--- src/rtl/core/ttc_pkg.sv ---
package ttc_pkg;

    // Conversion modes held in the mode register.
    localparam logic [2:0] MODE_LATIN1      = 3'd0;
    localparam logic [2:0] MODE_UTF8_RAW    = 3'd1;
    localparam logic [2:0] MODE_UTF8_LATIN1 = 3'd2;
    localparam logic [2:0] MODE_UTF8_CP1252 = 3'd3;
    localparam logic [2:0] MODE_L1_CP1252   = 3'd4;

    // Character codes with a special meaning.
    localparam logic [7:0] CHAR_UNMAPPED = 8'h0B;
    localparam logic [7:0] CHAR_NEWLINE  = 8'h0A;
    localparam logic [7:0] CHAR_CR       = 8'h0D;

    // Open UTF-8 sequence.
    typedef struct packed {
        logic [1:0]  pending;
        logic [20:0] codepoint;
    } t_seq_state;

    // One result item.
    typedef struct packed {
        logic [7:0] out_char;
        logic [5:0] char_position;
        logic       line_done;
        logic       status;
    } t_result;

    // Latin-1 byte to its Windows-1252 display code.
    function automatic logic [7:0] latin1_to_cp1252(input logic [7:0] c);
        logic [7:0] r;
        if ((c >= 8'h20 && c <= 8'h7E) || c >= 8'hA0) begin
            r = c;
        end else if (c < 8'h80 || c == 8'h81 || c == 8'h8D || c == 8'h8F ||
                     c == 8'h90 || c == 8'h9D) begin
            r = CHAR_UNMAPPED;
        end else begin
            r = c;
        end
        return r;
    endfunction

    // Unicode code point to Windows-1252.
    function automatic logic [7:0] codepoint_to_cp1252(input logic [20:0] cp);
        logic [7:0] r;
        if (cp < 21'h80 || (cp >= 21'hA0 && cp <= 21'hFF)) begin
            r = cp[7:0];
        end else begin
            unique case (cp)
                21'h20AC: r = 8'h80;
                21'h201A: r = 8'h82;
                21'h0192: r = 8'h83;
                21'h201E: r = 8'h84;
                21'h2026: r = 8'h85;
                21'h2020: r = 8'h86;
                21'h2021: r = 8'h87;
                21'h02C6: r = 8'h88;
                21'h2030: r = 8'h89;
                21'h0160: r = 8'h8A;
                21'h2039: r = 8'h8B;
                21'h0152: r = 8'h8C;
                21'h017D: r = 8'h8E;
                21'h2018: r = 8'h91;
                21'h2019: r = 8'h92;
                21'h201C: r = 8'h93;
                21'h201D: r = 8'h94;
                21'h2022: r = 8'h95;
                21'h2013: r = 8'h96;
                21'h2014: r = 8'h97;
                21'h02DC: r = 8'h98;
                21'h2122: r = 8'h99;
                21'h0161: r = 8'h9A;
                21'h203A: r = 8'h9B;
                21'h0153: r = 8'h9C;
                21'h017E: r = 8'h9E;
                21'h0178: r = 8'h9F;
                default:  r = CHAR_UNMAPPED;
            endcase
        end
        return r;
    endfunction

endpackage

--- src/rtl/core/ttc_decoder.sv ---
module ttc_decoder
    import ttc_pkg::*;
#(
    parameter int LINE_CAPACITY = 64,
    localparam int CW = $clog2(LINE_CAPACITY)
) (
    input  logic [2:0]    i_mode,
    input  logic [CW-1:0] i_line_count,
    input  t_seq_state    i_seq,
    input  logic [7:0]    i_data_byte,
    input  logic          i_end_of_file,
    input  logic          i_read_failed,
    output logic [CW-1:0] o_line_count,
    output t_seq_state    o_seq,
    output logic          o_res_valid,
    output t_result       o_res
);

    logic [2:0]  mode;
    logic [1:0]  pend_dec;
    logic [20:0] cp_shift;
    logic [2:0]  lead_len;
    logic [20:0] lead_cp;
    logic        lead_ok;
    logic        line_full;
    logic        no_room;

    // Mode codes beyond the defined ones behave as plain Latin-1.
    assign mode = (i_mode > MODE_L1_CP1252) ? MODE_LATIN1 : i_mode;

    assign pend_dec = i_seq.pending - 2'd1;
    assign cp_shift = {i_seq.codepoint[14:0], i_data_byte[5:0]};
    assign line_full = {1'b0, i_line_count} >= (CW+1)'(LINE_CAPACITY - 1);

    // Classify a lead byte by its length and the payload bits it carries.
    always_comb begin
        lead_ok  = 1'b1;
        lead_len = 3'd0;
        lead_cp  = '0;
        priority if (i_data_byte[7:5] == 3'b110) begin
            lead_len = 3'd2;
            lead_cp  = {16'd0, i_data_byte[4:0]};
        end else if (i_data_byte[7:4] == 4'b1110) begin
            lead_len = 3'd3;
            lead_cp  = {17'd0, i_data_byte[3:0]};
        end else if (i_data_byte[7:3] == 5'b11110) begin
            lead_len = 3'd4;
            lead_cp  = {18'd0, i_data_byte[2:0]};
        end else begin
            lead_ok = 1'b0;
        end
    end

    assign no_room = ((CW+3)'(i_line_count) + (CW+3)'(lead_len)) >= (CW+3)'(LINE_CAPACITY);

    // Next decode state and the result caused by this byte.
    always_comb begin
        o_line_count = i_line_count;
        o_seq        = i_seq;
        o_res_valid  = 1'b0;
        o_res        = '0;
        o_res.char_position = 6'(i_line_count);
        priority if (i_read_failed) begin
            o_res_valid  = 1'b1;
            o_res.line_done = 1'b1;
            o_res.status = 1'b1;
            o_line_count = '0;
            o_seq        = '0;
        end else if (i_seq.pending != 2'd0) begin
            // Inside a multi-byte sequence.
            priority if (i_end_of_file) begin
                o_res_valid  = 1'b1;
                o_res.line_done = 1'b1;
                o_line_count = '0;
                o_seq        = '0;
            end else if (i_data_byte[7:6] != 2'b10) begin
                if (mode == MODE_UTF8_RAW) begin
                    o_seq = '0;
                end else begin
                    o_res_valid  = 1'b1;
                    o_res.line_done = 1'b1;
                    o_line_count = '0;
                    o_seq        = '0;
                end
            end else if (mode == MODE_UTF8_RAW) begin
                o_seq.pending  = pend_dec;
                o_res_valid    = 1'b1;
                o_res.out_char = i_data_byte;
                o_line_count   = i_line_count + CW'(1);
            end else begin
                o_seq.pending   = pend_dec;
                o_seq.codepoint = cp_shift;
                if (pend_dec == 2'd0) begin
                    o_res_valid  = 1'b1;
                    o_line_count = i_line_count + CW'(1);
                    if (mode == MODE_UTF8_CP1252) begin
                        o_res.out_char = codepoint_to_cp1252(cp_shift);
                    end else begin
                        o_res.out_char = (cp_shift <= 21'hFF) ? cp_shift[7:0]
                                                              : CHAR_UNMAPPED;
                    end
                end
            end
        end else if (i_end_of_file || i_data_byte == CHAR_NEWLINE || line_full) begin
            o_res_valid  = 1'b1;
            o_res.line_done = 1'b1;
            o_line_count = '0;
            o_seq        = '0;
        end else if (i_data_byte == CHAR_CR) begin
            // Carriage return is dropped.
            o_res_valid = 1'b0;
        end else if (mode == MODE_LATIN1) begin
            o_res_valid    = 1'b1;
            o_res.out_char = i_data_byte;
            o_line_count   = i_line_count + CW'(1);
        end else if (mode == MODE_L1_CP1252) begin
            o_res_valid    = 1'b1;
            o_res.out_char = latin1_to_cp1252(i_data_byte);
            o_line_count   = i_line_count + CW'(1);
        end else if (i_data_byte < 8'h80) begin
            o_res_valid    = 1'b1;
            o_res.out_char = i_data_byte;
            o_line_count   = i_line_count + CW'(1);
        end else if (!lead_ok) begin
            // Invalid lead byte is dropped.
            o_res_valid = 1'b0;
        end else if (mode == MODE_UTF8_RAW && no_room) begin
            o_res_valid  = 1'b1;
            o_res.line_done = 1'b1;
            o_line_count = '0;
            o_seq        = '0;
        end else begin
            o_seq.pending   = 2'(lead_len - 3'd1);
            o_seq.codepoint = lead_cp;
        end
    end

endmodule

--- src/rtl/core/ttc_out_queue.sv ---
module ttc_out_queue
    import ttc_pkg::*;
(
    input  logic    i_clk,
    input  logic    i_rst_n,
    input  logic    i_push,
    input  t_result i_push_data,
    output logic    o_full,
    output logic    o_valid,
    input  logic    i_stall,
    output t_result o_data
);

    logic    r_out_valid;
    logic    r_skd_valid;
    t_result r_out;
    t_result r_skd;
    logic    pop;

    assign pop     = r_out_valid && !i_stall;
    assign o_full  = r_skd_valid;
    assign o_valid = r_out_valid;
    assign o_data  = r_out;

    // Output register with one skid entry behind it.
    always_ff @(posedge i_clk) begin
        if (!i_rst_n) begin
            r_out_valid <= 1'b0;
            r_skd_valid <= 1'b0;
        end else if (pop) begin
            if (r_skd_valid) begin
                r_out_valid <= 1'b1;
                r_skd_valid <= i_push;
            end else begin
                r_out_valid <= i_push;
            end
        end else if (!r_out_valid) begin
            r_out_valid <= i_push;
        end else if (i_push) begin
            r_skd_valid <= 1'b1;
        end
    end

    // Payload moves without reset.
    always_ff @(posedge i_clk) begin
        if (pop) begin
            if (r_skd_valid) begin
                r_out <= r_skd;
                r_skd <= i_push_data;
            end else begin
                r_out <= i_push_data;
            end
        end else if (!r_out_valid) begin
            r_out <= i_push_data;
        end else if (i_push) begin
            r_skd <= i_push_data;
        end
    end

endmodule

--- src/rtl/core/text_line_charset_transcoder_unit.sv ---
// The input register loads on the edge that accepts an item; the decoder is
// combinational and its result loads into the output stage. Throughput: one
// item per cycle unless a full output stage stalls the input; the decode
// state update is a single pass. A two-entry output stage lets items be
// taken while a result waits. Reset (synchronous, active low) clears the
// mode to Latin-1, the line position, any open sequence and all valid flags.
module text_line_charset_transcoder_unit
    import ttc_pkg::*;
#(
    parameter int LINE_CAPACITY = 64
) (
    input  logic       i_clk,
    input  logic       i_rst_n,
    input  logic       i_cfg_we,
    input  logic [2:0] i_cfg_data,
    input  logic       i_in_valid,
    output logic       o_in_stall,
    input  logic [7:0] i_data_byte,
    input  logic       i_end_of_file,
    input  logic       i_read_failed,
    output logic       o_out_valid,
    input  logic       i_out_stall,
    output logic [7:0] o_out_char,
    output logic [5:0] o_char_position,
    output logic       o_line_done,
    output logic       o_status
);

    localparam int CW = $clog2(LINE_CAPACITY);

    logic          r_in_valid;
    logic [7:0]    r_in_byte;
    logic          r_in_eof;
    logic          r_in_err;
    logic [2:0]    r_mode;
    logic [CW-1:0] r_line_count;
    t_seq_state    r_seq;
    logic [CW-1:0] n_line_count;
    t_seq_state    n_seq;
    logic          res_valid;
    t_result       res;
    logic          q_full;
    logic          advance;
    t_result       out_data;

    assign advance    = r_in_valid && !q_full;
    assign o_in_stall = r_in_valid && q_full;

    // Input register.
    always_ff @(posedge i_clk) begin
        if (!i_rst_n) begin
            r_in_valid <= 1'b0;
        end else if (i_in_valid && !o_in_stall) begin
            r_in_valid <= 1'b1;
        end else if (advance) begin
            r_in_valid <= 1'b0;
        end
    end

    always_ff @(posedge i_clk) begin
        if (i_in_valid && !o_in_stall) begin
            r_in_byte <= i_data_byte;
            r_in_eof  <= i_end_of_file;
            r_in_err  <= i_read_failed;
        end
    end

    // Mode register and line decode state; a mode write restarts the line.
    always_ff @(posedge i_clk) begin
        if (!i_rst_n) begin
            r_mode       <= MODE_LATIN1;
            r_line_count <= '0;
            r_seq        <= '0;
        end else if (i_cfg_we) begin
            r_mode       <= i_cfg_data;
            r_line_count <= '0;
            r_seq        <= '0;
        end else if (advance) begin
            r_line_count <= n_line_count;
            r_seq        <= n_seq;
        end
    end

    ttc_decoder #(
        .LINE_CAPACITY(LINE_CAPACITY)
    ) u_decoder (
        .i_mode        (r_mode),
        .i_line_count  (r_line_count),
        .i_seq         (r_seq),
        .i_data_byte   (r_in_byte),
        .i_end_of_file (r_in_eof),
        .i_read_failed (r_in_err),
        .o_line_count  (n_line_count),
        .o_seq         (n_seq),
        .o_res_valid   (res_valid),
        .o_res         (res)
    );

    ttc_out_queue u_out_queue (
        .i_clk       (i_clk),
        .i_rst_n     (i_rst_n),
        .i_push      (advance && res_valid),
        .i_push_data (res),
        .o_full      (q_full),
        .o_valid     (o_out_valid),
        .i_stall     (i_out_stall),
        .o_data      (out_data)
    );

    assign o_out_char      = out_data.out_char;
    assign o_char_position = out_data.char_position;
    assign o_line_done     = out_data.line_done;
    assign o_status        = out_data.status;

endmodule

--- config.mk ---
export PLATFORM = sky130hd
export DESIGN_NAME = text_line_charset_transcoder_unit
export DESIGN_NICKNAME = d
export VERILOG_FILES = /design/src/rtl/core/ttc_pkg.sv /design/src/rtl/core/ttc_decoder.sv /design/src/rtl/core/ttc_out_queue.sv /design/src/rtl/core/text_line_charset_transcoder_unit.sv
export SDC_FILE = /design/constraint.sdc
export NUM_CORES = 1
export LEC_CHECK = 0
export ABC_AREA = 1
export CAP_MARGIN = 5
export CELL_PAD_IN_SITES_DETAIL_PLACEMENT = 1
export CELL_PAD_IN_SITES_GLOBAL_PLACEMENT = 1
export CORE_MARGIN = 4
export CORE_UTILIZATION = 25
export CTS_CLUSTER_DIAMETER = 200
export DETAILED_ROUTE_END_ITERATION = 7
export DONT_BUFFER_PORTS = 1
export PLACE_DENSITY_LB_ADDON = 0.1
export SLEW_MARGIN = 15
export SYNTH_ARGS = -nofsm -noshare
export SYNTH_HDL_FRONTEND = slang
export SYNTH_HIERARCHICAL = 1
export SYNTH_SLANG_ARGS = --single-unit
--- constraint.sdc ---
create_clock -name i_clk -period 4.3 [get_ports i_clk]
set_clock_uncertainty 0.2 [all_clocks]
set_input_delay 0.43 -clock i_clk [delete_from_list [all_inputs] [get_ports i_clk]]
set_output_delay 0.43 -clock i_clk [all_outputs]
set_load 0.01 [all_outputs]
Word-level counts from Yosys, hierarchy flattened

Index checks and enable logic that the tools add are counted.

Bitwise gates (word level): 1
Multiplexer cells: 93
Equality and inequality tests: 50
Add/subtract/negate cells: 4
Reductions and logical operators: 35
$lt $le $gt $ge: 10

Operators with widths:

| kind                 | number |
|---|---|
| $eq 21x14->1 const B | 17 |
| $mux 23              | 11 |
| $pmux 8 s27          | 1 |
| $eq 21x9->1 const B  | 8 |
| $mux 8               | 16 |
| $mux 16              | 7 |
| $mux 6               | 14 |
| $mux 21              | 3 |
| $eq 21x10->1 const B | 2 |
| $eq 8x8->1 const B   | 5 |
| $mux 1               | 36 |
| $ge 21x8->1 const B  | 1 |
| $le 21x8->1 const B  | 1 |
| $lt 21x8->1 const B  | 1 |
| $eq 8x4->1 const B   | 2 |
| $ne 4x2->1 const B   | 4 |
| $mux 3               | 5 |
| $reduce_bool 7->1    | 2 |
| $reduce_and 6->1     | 2 |
| $ne 5x5->1 const B   | 2 |
| $ge 9x7->1 const B   | 1 |
| $logic_or 1x1->1     | 9 |
| $ge 8x6->1 const B   | 1 |
| $ge 8x8->1 const B   | 1 |
| other kinds (26)     | 41 |

Output and inout port bits: 18
Input bits: 18
Register bits after elaboration: 71
Logic and storage cells: 211

Logic depth before layout (Yosys ltp)

Gate-level depths: netlist (run 1).

Depth after elaboration: 20
Depth in mapped cells: 21
Gate-level depth less buffers: 20

Cells and area by module

Netlist (run 1), hierarchy kept.

By module, submodules not included:

| module                            | cells an instance | area each (um^2) | sequential area each (um^2) | times used |
|---|---|---|---|---|
| ttc_decoder                       | 543               | 2641.3           | 0.0                         | 1 |
| text_line_charset_transcoder_unit | 221               | 1694.1           | 960.9                       | 1 |
| ttc_out_queue                     | 98                | 1370.1           | 1001.0                      | 1 |

Worst setup path after synthesis (run 1)

Ideal clock, no wire load.

Path kind: register to register
Start point: reg r_in_byte[4]
End point: reg u_out_queue/r_skd[0] (netlist bit), enable pin
Arrival: 2.743 ns
Period minus slack after synthesis: 3.316 ns
Cell stages (with the launch flop): 18
Library setup time: 0.373 ns
Path slack: 0.984 ns
Path buffers: 0
Required time: 3.727 ns
Cells stage by stage: edfxtp_1 > inv_2 > nand2_1 > nor2_1 > ha_1 > inv_1 > fa_1 > inv_1 > a21oi_1 > nor4_1 > o21ai_0 > nand2_1 > nand2_1 > nand2_1 > o21ai_0 > nand2_1 > and3_1 > o21a_1

Longest elaborated chain between the ends: 19
Elaborated cells between the ends (all ways): 28
Classes of those cells: add/sub (1); order compare (2); eq/ne (4); mux (15); reduce/logical (6)

RTL lines:

| what                                   | line                                     | text |
|---|---|---|
| start: declaration                     | text_line_charset_transcoder_unit.sv:32  | `logic [7:0] r_in_byte;` |
| start signal: assignment               | text_line_charset_transcoder_unit.sv:62  | `r_in_byte <= i_data_byte;` |
| $eq 5x5->1                             | ttc_decoder.sv:46                        | `end else if (i_data_byte[7:3] == 5'b11110) begin` |
| $mux 3                                 | ttc_decoder.sv:46                        |  |
| $mux 3                                 | ttc_decoder.sv:43                        | `end else if (i_data_byte[7:4] == 4'b1110) begin` |
| $mux 3                                 | ttc_decoder.sv:40                        | `priority if (i_data_byte[7:5] == 3'b110) begin` |
| $add 6x3->7                            | ttc_decoder.sv:54                        | `assign no_room = ((CW+3)'(i_line_count) + (CW+3)'(lead_len)) >= (CW+3)'(LINE_CAPACITY);` |
| $ge 9x7->1                             | ttc_decoder.sv:54                        |  |
| $logic_and 1x1->1                      | ttc_decoder.sv:127                       | `end else if (mode == MODE_UTF8_RAW && no_room) begin` |
| $mux 1                                 | ttc_decoder.sv:127                       |  |
| (+4 left out)                          | -                                        |  |
| $mux 1                                 | ttc_decoder.sv:109                       | `end else if (i_data_byte == CHAR_CR) begin` |
| $mux 1 (*)                             | ttc_decoder.sv:104                       | `end else if (i_end_of_file \|\| i_data_byte == CHAR_NEWLINE \|\| line_full) begin` |
| $mux 1 (*)                             | ttc_decoder.sv:69                        | `end else if (i_seq.pending != 2'd0) begin` |
| $mux 1 (*)                             | ttc_decoder.sv:63                        | `priority if (i_read_failed) begin` |
| net res_valid                          | text_line_charset_transcoder_unit.sv:40  | `logic res_valid;` |
| $logic_and 1x1->1 (*)                  | text_line_charset_transcoder_unit.sv:102 | `.i_push (advance && res_valid),` |
| $reduce_bool 2->1 (no source line) (*) | -                                        |  |
| $reduce_and 3->1 (no source line) (*)  | -                                        |  |
| end signal: assignment                 | ttc_out_queue.sv:49                      | `r_skd <= i_push_data;` |
| end signal: assignment                 | ttc_out_queue.sv:56                      | `r_skd <= i_push_data;` |
| end: declaration                       | ttc_out_queue.sv:17                      | `t_result r_skd;` |

The timed path passes the listed nets; every way through them passes the cells marked *.
A chain may end at the register's enable or synchronous reset.

Final worst setup path (run 1)

Start point: reg r_in_byte[4]
End point: reg u_out_queue/r_skd[12] (netlist bit), enable pin

The elaborated chain is that of the path after synthesis.

==> results.json, run 1 <==
{
  "status": "finished, final reports clean",
  "maxCapViolations": 0,
  "slew_headroom_pct": 37.22,
  "drive_gt1_share_pct": 9.332,
  "first_pass_iters": 4,
  "switchingPower_uw": 539.8,
  "grt_pass1_vias": 5298,
  "place_congestion": 0.8417,
  "finalSetupTns_ns": 0,
  "hold_start": "i_rst_n",
  "core_um2": 20960,
  "synth.cell_area_um2": 5311,
  "grt_usage_pct": 15.71,
  "path_class": "register to register",
  "htreeDepth": 3,
  "drt_iter0_markers": 344,
  "clockRootBuffer": "clkbuf_16",
  "cts_buffer_depth": 2,
  "clkLatencyLatePin_ns": 0.34,
  "grt_pass1_wl_um": 29650,
  "initial_core_util_pct": 25.35,
  "die_w_um": 153.8,
  "p_int_mw": 1.345,
  "drtAntennaViolNets": 0,
  "wl_um": 18370,
  "antenna_cells": 0,
  "die_h_um": 153.8,
  "cts_tree": "done",
  "syn_to_final_growth_pct": 11.35,
  "sw_frac_of_total_pct": 28.64,
  "dpl.cell_count": 1041,
  "cts_sinks": 71,
  "antenna_found_initial": 0,
  "crit-reg2reg-launch": "r_in_byte[4]",
  "critPathMaxFanout": 16,
  "timing.fmax_ghz": 0.2763,
  "rows": 53,
  "tightest_slew_ns": 0.9418,
  "avgSynthCellArea_um2": 6.631,
  "combPwrFrac_pct": 14.2,
  "die_area_um2": 23640,
  "n_fill_cell": 2671,
  "wl_per_cell_um": 17.20,
  "cts_made_buffers": 9,
  "grt_max_degree": 39,
  "min_path_type": "primary input to register",
  "io_pins": 36,
  "period_minus_slack_ns": 3.620,
  "nNetsFinal": 812,
  "final_common_cell": "nand2_1",
  "pwr-share-seq_pct": 42.3,
  "finalCritPeriodShare_pct": 84.18,
  "start_kind": "register",
  "vdd_drop_max_mv": 0.1777,
  "setup_viol": 0,
  "hold_viol": 0,
  "design_area_um2": 5914,
  "dpl.hpwl_um": 14150,
  "cellLeakagePower_nw": 2.407,
  "final_cell_mix": "181 x nand2_1, 134 x nor2_1, 107 x inv_1, 61 x nand3_1, 48 x a21oi_1",
  "slew_viol_final": 0,
  "grt_setup_unrepaired": "false",
  "vias": 5111,
  "synth_cells": 801,
  "cp-startpoint": "r_in_byte[4]",
  "routed_via_density": 4.786,
  "cp.arrival_ns": 3.45,
  "stdcell_count": 1068,
  "critPathCaptureType": "register",
  "drc": 0,
  "cp.required_ns": 4.13,
  "port_buffers": 0,
  "clkPwrFrac_pct": 43.5,
  "grt-ovfl-total": 0,
  "cts.reportedPaths.clkPinSlew_ns": 0.06,
  "yosys_warnings": 6,
  "placed_area_um2": 5482,
  "power_density_nw_per_um2": 318.6,
  "synth_nets": 825
}
==> timing repair <==
action                    4_1_cts  5_1_grt
hold endpoints to repair       11        0
gates resized for setup         0        0
setup buffers                   0        0
hold buffers                   11        0
==> registers in the layout (all words and copies together), names as in the netlist <==
name	cells
u_out_queue/o_full	1
u_out_queue/r_skd	16
r_in_valid	1
u_out_queue/o_data	16
r_in_eof	1
r_mode	3
u_out_queue/o_valid	1
r_in_byte	8
r_seq	17
r_in_err	1
r_line_count	6
==> routing by layer <==
layer | GRT usage [%] | up-vias | routed length, um
li1 | - | 2573 | -
met1 | 20.86 | 2433 | 8786
met2 | 26.82 | 86 | 8793
met3 | 2.533 | 19 | 524
met4 | 3.743 | 0 | 269
met5 | 0 | - | 0
==> path summary, 6_finish.rpt <==
kind / endpoint / slack [ns] / cells after the start
setup reg to reg: u_out_queue/r_skd[12] / 0.68 / 18
hold reg to reg: r_seq[22] / 0.32 / 2
setup / recovery: u_out_queue/r_skd[12] / 0.68 / 18
hold / removal: r_mode[0] / 0.02 / 2
==> critical path, stage by stage (launching register included) <==
cell      delay (ns)
edfxtp_1        0.50
inv_2           0.19
nand2_1         0.10
nor2_1          0.15
ha_1            0.16
inv_1           0.05
fa_1            0.36
inv_1           0.06
a21oi_1         0.05
nor4_1          0.28
o21ai_0         0.20
nand2_1         0.10
nand2_1         0.12
nand2_1         0.09
o21ai_0         0.07
nand2_1         0.08
and3_1          0.20
o21a_1          0.12
buf_4           0.22
==> stage by stage <==
stage / total power [mW] / setup slack, ns / utilization (%) / hold WS (ns)
6_report: 1.885 / 0.6801 / 28.22 / 0.02453
5_1_grt: 1.984 / 0.3833 / 28.22 / 0.01465
4_1_cts: 1.923 / 0.6547 / 28.22 / 0.007134
3_5_place_dp: 1.074 / 0.6761 / 26.16 / 0.3148
3_3_place_gp: 1.069 / 0.7875 / 26.16 / 0.3006
2_1_floorplan: 0.9925 / 0.9847 / - / 0.2495
==> cell type report <==
type                       count  area [um^2]  area share (%)
clock buffer                  10        229.0           3.871
multi-input combinational    569         2789           47.15
timing repair buffer          20        177.7           3.004
clock inverter                 6        93.84           1.587
sequential                    71         1842           31.14
tap                          275        344.1           5.818
inverter                     117        439.2           7.425
==> power by group through the flow <==
| stage | Clock, mW | Sequential (mW) | Combinational [mW] |
|---|---|---|---|
| after detailed placement | 0 | 0.813 | 0.261 |
| after CTS | 0.855 | 0.798 | 0.271 |
| after floorplan | 0 | 0.794 | 0.198 |
| after global placement | 0 | 0.811 | 0.258 |
| final | 0.820 | 0.797 | 0.268 |
| after global routing | 0.878 | 0.802 | 0.304 |
(Power assumes the default switching activity.)
==> run 2: changes to the inputs <==
==> constraint.sdc (replaced) <==
create_clock -name i_clk -period 3.5 [get_ports i_clk]
set_clock_uncertainty 0.2 [all_clocks]
set_input_delay 0.35 -clock i_clk [delete_from_list [all_inputs] [get_ports i_clk]]
set_output_delay 0.35 -clock i_clk [all_outputs]
set_load 0.01 [all_outputs]
==> run 2 against run 1 <==
Global-route usage is 0.057 points higher. Register-to-register slack worse by 0.37 ns. Critical path depth unchanged. Sequential cell count unchanged. Highest routed layer unchanged. Worst hold slack better by 0.14 ns. Setup slack lost 0.37 ns. Combinational power rose by 33%. First-iteration DRC count fell by 35%. Sequential power rose by 22%. Sequential share of layout area fell by 1.1 points. Final cell count rose by 2.2%. Largest power group unchanged.
==> results.json, run 2 (synthesis gave the netlist of run 1 again) <==
{
  "status": "finished, final reports clean",
  "cts.reportedPaths.clkPinSlew_ns": 0.06,
  "cts_made_buffers": 9,
  "finalSetupTns_ns": 0,
  "hold_viol": 0,
  "crit_path_max_incr_delay_ns": 0.43,
  "final_common_cell": "nand2_1",
  "stdcell_count": 1092,
  "vdd_drop_max_mv": 0.2304,
  "path_class": "register to register",
  "place_congestion": 0.8234,
  "dpl.cell_count": 1056,
  "vias": 5177,
  "routed_via_density": 4.741,
  "io_pins": 36,
  "cts_buffer_depth": 2,
  "critPathMaxFanout": 16,
  "rows": 53,
  "port_buffers": 0,
  "cts_tree": "done",
  "initial_core_util_pct": 25.35,
  "crit_top_cell": "nand2_1",
  "antenna_cells": 0,
  "drive_gt1_share_pct": 11.26,
  "largest_reg_flops": 17,
  "setup_viol": 0,
  "grt-ovfl-total": 0,
  "setup_ws_ns": 0.3077,
  "final_cell_mix": "181 x nand2_1, 134 x nor2_1, 107 x inv_1, 61 x nand3_1, 48 x a21oi_1",
  "first_pass_iters": 4,
  "die_w_um": 153.8,
  "drtAntennaViolNets": 0,
  "grt_pass1_vias": 5265,
  "core_um2": 20960,
  "period_minus_slack_ns": 3.192,
  "cpMaxStageDelayCell": "edfxtp_1",
  "start_kind": "register",
  "wl_per_cell_um": 16.86,
  "nNetsFinal": 836,
  "worstPathCellList": "inv_2 > nand2_1 > nor2_1 > ha_1 > inv_1 > fa_1 > inv_1 > a21oi_1 > nor4_2 > o21ai_1 > nand2_1 > nand2_1 > nand2_1 > o21ai_0 > nand2_1 > and3_1 > o21a_1 > buf_12",
  "dp_slack_ns": 0.1414,
  "syn_to_final_growth_pct": 15.43,
  "antenna_found_initial": 0,
  "slew_viol_final": 0,
  "grt_max_degree": 33,
  "critical_path.top_delay_family": "simple AND/OR/NAND/NOR gates",
  "htreeDepth": 3,
  "clkLatencyLatePin_ns": 0.34,
  "grt_pass1_wl_um": 29640,
  "min_path_type": "primary input to register",
  "wl_um": 18420,
  "cp.required_ns": 3.35,
  "die_h_um": 153.8,
  "drc": 0,
  "largest_register": "r_seq",
  "cts_sinks": 71,
  "tightest_slew_ns": 0.8857,
  "power_density_nw_per_um2": 380.4,
  "cp.arrival_ns": 3.04,
  "dpl.hpwl_um": 14410,
  "slew_headroom_pct": 40.95,
  "die_area_um2": 23640,
  "drt_iter0_markers": 223,
  "cellLeakagePower_nw": 2.527,
  "finalCritPeriodShare_pct": 91.21,
  "critPathCaptureType": "register",
  "finalHoldWorstSlack_ns": 0.1610,
  "timing.fmax_ghz": 0.3133,
  "maxCapViolations": 0,
  "grt_usage_pct": 15.77,
  "clockRootBuffer": "clkbuf_16",
  "grt_setup_unrepaired": "false",
  "crit_buf_inv": 4
}
[run 2: changes by cell type in the layout (fill, tap and decap cells not counted)]
| cell | before | now |
|---|---|---|
| buf_12 | 0 | 1 |
| buf_4 | 9 | 25 |
| dlygate4sd3_1 | 11 | 18 |
| nor4_1 | 2 | 1 |
| nor4_2 | 0 | 1 |
| o21ai_0 | 30 | 29 |
| o21ai_1 | 2 | 3 |
[run 2: path summary, 6_finish.rpt]
path	slack, ns	cells after the start	end	from
worst min-delay path	0.16	4	u_out_queue/o_full	i_out_stall
worst min register to register	0.31	2	r_seq[22]	r_seq[22]
worst max-delay path	0.31	18	u_out_queue/r_skd[12]	r_in_byte[4]
worst max register to register	0.31	18	u_out_queue/r_skd[12]	r_in_byte[4]
[run 2: power breakdown]
part	internal [mW]	switching, mW
Combinational	0.114	0.243
Clock	0.629	0.374
Sequential	0.928	0.0454
[run 2: stage by stage]
stage / utilization [%] / total power [mW] / area [um^2]
after floorplan: - / 1.219 / 5311
after global placement: 26.76 / 1.327 / 5607
after detailed placement: 26.76 / 1.333 / 5607
after CTS: 29.16 / 2.372 / 6110
after global routing: 29.26 / 2.460 / 6131
final: 29.26 / 2.332 / 6131
[run 2: cell type report]
class	count	area, um^2
clock inverter	6	93.84
tap	275	344.1
multi-input combinational	569	2795
timing repair buffer	44	387.9
clock buffer	10	229.0
inverter	117	439.2
sequential	71	1842
fill	2654	14820
[run 2: worst min-delay path, stage by stage]
cell,delay (ns)
inv_1,0.07
nand2_1,0.07
nand2_1,0.06
a21oi_2,0.12
[run 2: what timing repair did]
item | 4_1_cts | 5_1_grt
hold buffers | 18 | 0
setup buffers | 0 | 2
hold endpoints to repair | 16 | 0
endpoints found under the setup margin | 0 | 16
gates resized for setup | 0 | 2
[run 2: routing by layer]
metal | up-vias | global-route usage, % | part of all wire [%]
li1 | 2621 | - | -
met1 | 2473 | 21.80 | 49
met2 | 73 | 26.20 | 48
met3 | 10 | 2.871 | 2.9
met4 | 0 | 2.649 | 0.73
met5 | - | 0 | 0
==> run 3: changes to the inputs <==
==> constraint.sdc (replaced) <==
create_clock -name i_clk -period 3.2 [get_ports i_clk]
set_clock_uncertainty 0.2 [all_clocks]
set_input_delay 0.32 -clock i_clk [delete_from_list [all_inputs] [get_ports i_clk]]
set_output_delay 0.32 -clock i_clk [all_outputs]
set_load 0.01 [all_outputs]
==> run 3 against run 2 <==
Power increased by 3.5%. Wire length increased by 2.9%. Via count increased by 2.3%. Highest routed layer unchanged. Worst hold slack improved by 0.0056 ns. Register-to-register slack got worse by 0.24 ns. Sequential cell count unchanged.
==> results.json, run 3 (synthesis gave the netlist of run 1 again) <==
{
  "status": "finished, final reports clean",
  "cts.reportedPaths.clkPinSlew_ns": 0.06,
  "rows": 53,
  "hold_viol": 0,
  "n_fill_cell": 2672,
  "met1_usage_pct": 21.44,
  "worstPathCellList": "inv_2 > nand2_4 > nor2_4 > ha_4 > inv_2 > fa_2 > inv_2 > a21oi_2 > nor4_2 > o21ai_1 > nand2_1 > nand2_2 > nand2_1 > o21ai_1 > nand2_1 > and3_4 > o21a_4 > clkbuf_16",
  "p_int_mw": 1.679,
  "die_area_um2": 23640,
  "dpl.cell_count": 1066,
  "start_kind": "register",
  "slew_headroom_pct": 58.60,
  "min_path_type": "primary input to register",
  "maxCapViolations": 0,
  "setup_ws_ns": 0.06739,
  "critical_path.top_delay_family": "simple AND/OR/NAND/NOR gates",
  "grt_max_degree": 33,
  "vdd_drop_max_mv": 0.2126,
  "cts_sinks": 71,
  "dpl.hpwl_um": 14530,
  "path_class": "register to register",
  "cts_buffer_depth": 2,
  "largest_reg_flops": 17,
  "final_common_cell": "nand2_1",
  "initial_core_util_pct": 25.35,
  "first_pass_iters": 4,
  "cpMaxStageDelayCell": "edfxtp_1",
  "power_density_nw_per_um2": 381.9,
  "io_pins": 36,
  "sw_frac_of_total_pct": 30.44,
  "grt-ovfl-total": 0,
  "die_h_um": 153.8,
  "finalHoldWorstSlack_ns": 0.1666,
  "place_congestion": 0.8241,
  "final_cell_mix": "177 x nand2_1, 132 x nor2_1, 104 x inv_1, 61 x nand3_1, 47 x a21oi_1",
  "dp_slack_ns": -0.1110,
  "slew_viol_final": 0,
  "tightest_slew_ns": 0.6188,
  "cp.required_ns": 3.06,
  "clkPwrFrac_pct": 38.6,
  "critPathCaptureType": "register",
  "finalCritPeriodShare_pct": 97.89,
  "vias": 5296,
  "grt_most_used_layer": "met2",
  "crit_buf_inv": 4,
  "cellLeakagePower_nw": 2.599,
  "drc": 0,
  "switchingPower_uw": 734.9,
  "drtAntennaViolNets": 0,
  "combPwrFrac_pct": 17.5,
  "cp.arrival_ns": 3.00,
  "clockRootBuffer": "clkbuf_16",
  "die_w_um": 153.8,
  "critPathMaxFanout": 8,
  "grt_usage_pct": 16.05,
  "cts_tree": "done",
  "syn_to_final_growth_pct": 18.99,
  "drive_gt1_share_pct": 14.61,
  "cts_made_buffers": 9,
  "register_area_um2": 1842,
  "htreeDepth": 3,
  "grt_pass1_wl_um": 30160,
  "pwr-share-seq_pct": 43.9,
  "core_um2": 20960,
  "crit_path_max_incr_delay_ns": 0.43,
  "largest_register": "r_seq",
  "stdcell_count": 1112,
  "use_met3_pct": 3.180,
  "drt_iter0_markers": 276,
  "timing.fmax_ghz": 0.3192,
  "grt_pass1_vias": 5418,
  "design_area_um2": 6320,
  "met2_usage_pct": 27.05,
  "multi_input_area_um2": 2867,
  "antenna_found_initial": 2,
  "clkLatencyLatePin_ns": 0.35,
  "grt_setup_unrepaired": "true",
  "port_buffers": 0,
  "period_minus_slack_ns": 3.133,
  "routed_via_density": 4.763,
  "nNetsFinal": 854,
  "wl_um": 18940,
  "wl_per_cell_um": 17.04,
  "setup_viol": 0,
  "placed_area_um2": 5683
}
[run 3: changes by cell type in the layout (fill, tap and decap cells not counted), sizes merged]
cell / change
buf: +14
clkinvlp: +2
diode: +2
bufinv: -2
dlygate4sd3: +3
clkinv: +1
[run 3: timing repair]
| action | in CTS | in global routing |
|---|---|---|
| cloned | 0 | 1 |
| resized for setup | 2 | 21 |
| endpoints found under the setup margin | 16 | 26 |
| hold buffers | 21 | 0 |
| pin swaps | 1 | 8 |
| buffers inserted | 1 | 5 |
| endpoints found under the hold margin | 16 | 0 |
[run 3: worst register-to-register path: stages, from the launching register on]
cell and delay (ns):
edfxtp_1 0.43, inv_2 0.11, nand2_4 0.06, nor2_4 0.15, ha_4 0.14, inv_2 0.03, fa_2 0.34, inv_2 0.06
a21oi_2 0.05, nor4_2 0.26, o21ai_1 0.14, nand2_1 0.11, nand2_2 0.07, nand2_1 0.05, o21ai_1 0.06, nand2_1 0.08
and3_4 0.19, o21a_4 0.16, clkbuf_16 0.16
[run 3: routing by layer]
layer  wire length [um]  vias to the layer above
li1                   -                     2667
met1               9098                     2557
met2               9215                       63
met3                459                        9
met4                170                        0
met5                  0                        -
[run 3: power by group through the flow]
| stage | sequential (mW) | combinational, mW | clock (mW) |
|---|---|---|---|
| 3_5_place_dp | 1.08 | 0.385 | 0 |
| 3_3_place_gp | 1.08 | 0.380 | 0 |
| 5_1_grt | 1.07 | 0.475 | 1.01 |
| 4_1_cts | 1.06 | 0.410 | 0.968 |
| 6_report | 1.06 | 0.422 | 0.931 |
| 2_1_floorplan | 1.07 | 0.266 | 0 |
[run 3: per-stage QoR]
step / utilization, % / total power [mW] / TNS, ns
global route: 30.16 / 2.554 / -1.550
detailed placement: 27.12 / 1.465 / -1.761
finish: 30.16 / 2.414 / 0
CTS: 29.48 / 2.438 / 0
floorplan: - / 1.334 / 0
global placement: 27.12 / 1.458 / 0
[run 3: path summary, 6_finish.rpt]
| path | slack (ns) | start | cells past startpoint | endpoint |
|---|---|---|---|---|
| worst max-delay path | 0.07 | r_in_byte[4] | 18 | u_out_queue/r_skd[5] |
| worst min-delay path | 0.17 | i_out_stall | 4 | u_out_queue/o_full |
| worst max register to register | 0.07 | r_in_byte[4] | 18 | u_out_queue/r_skd[5] |
| worst min register to register | 0.32 | r_seq[22] | 2 | r_seq[22] |
[run 3: cell type report]
class | instances | share of cell area, %
Multi-Input combinational cell | 569 | 45.36
Sequential cell | 71 | 29.14
Timing Repair Buffer | 62 | 8.672
Inverter | 117 | 7.009
Tap cell | 275 | 5.444
Clock buffer | 9 | 3.564
Clock inverter | 7 | 0.7325
Antenna cell | 2 | 0.07919
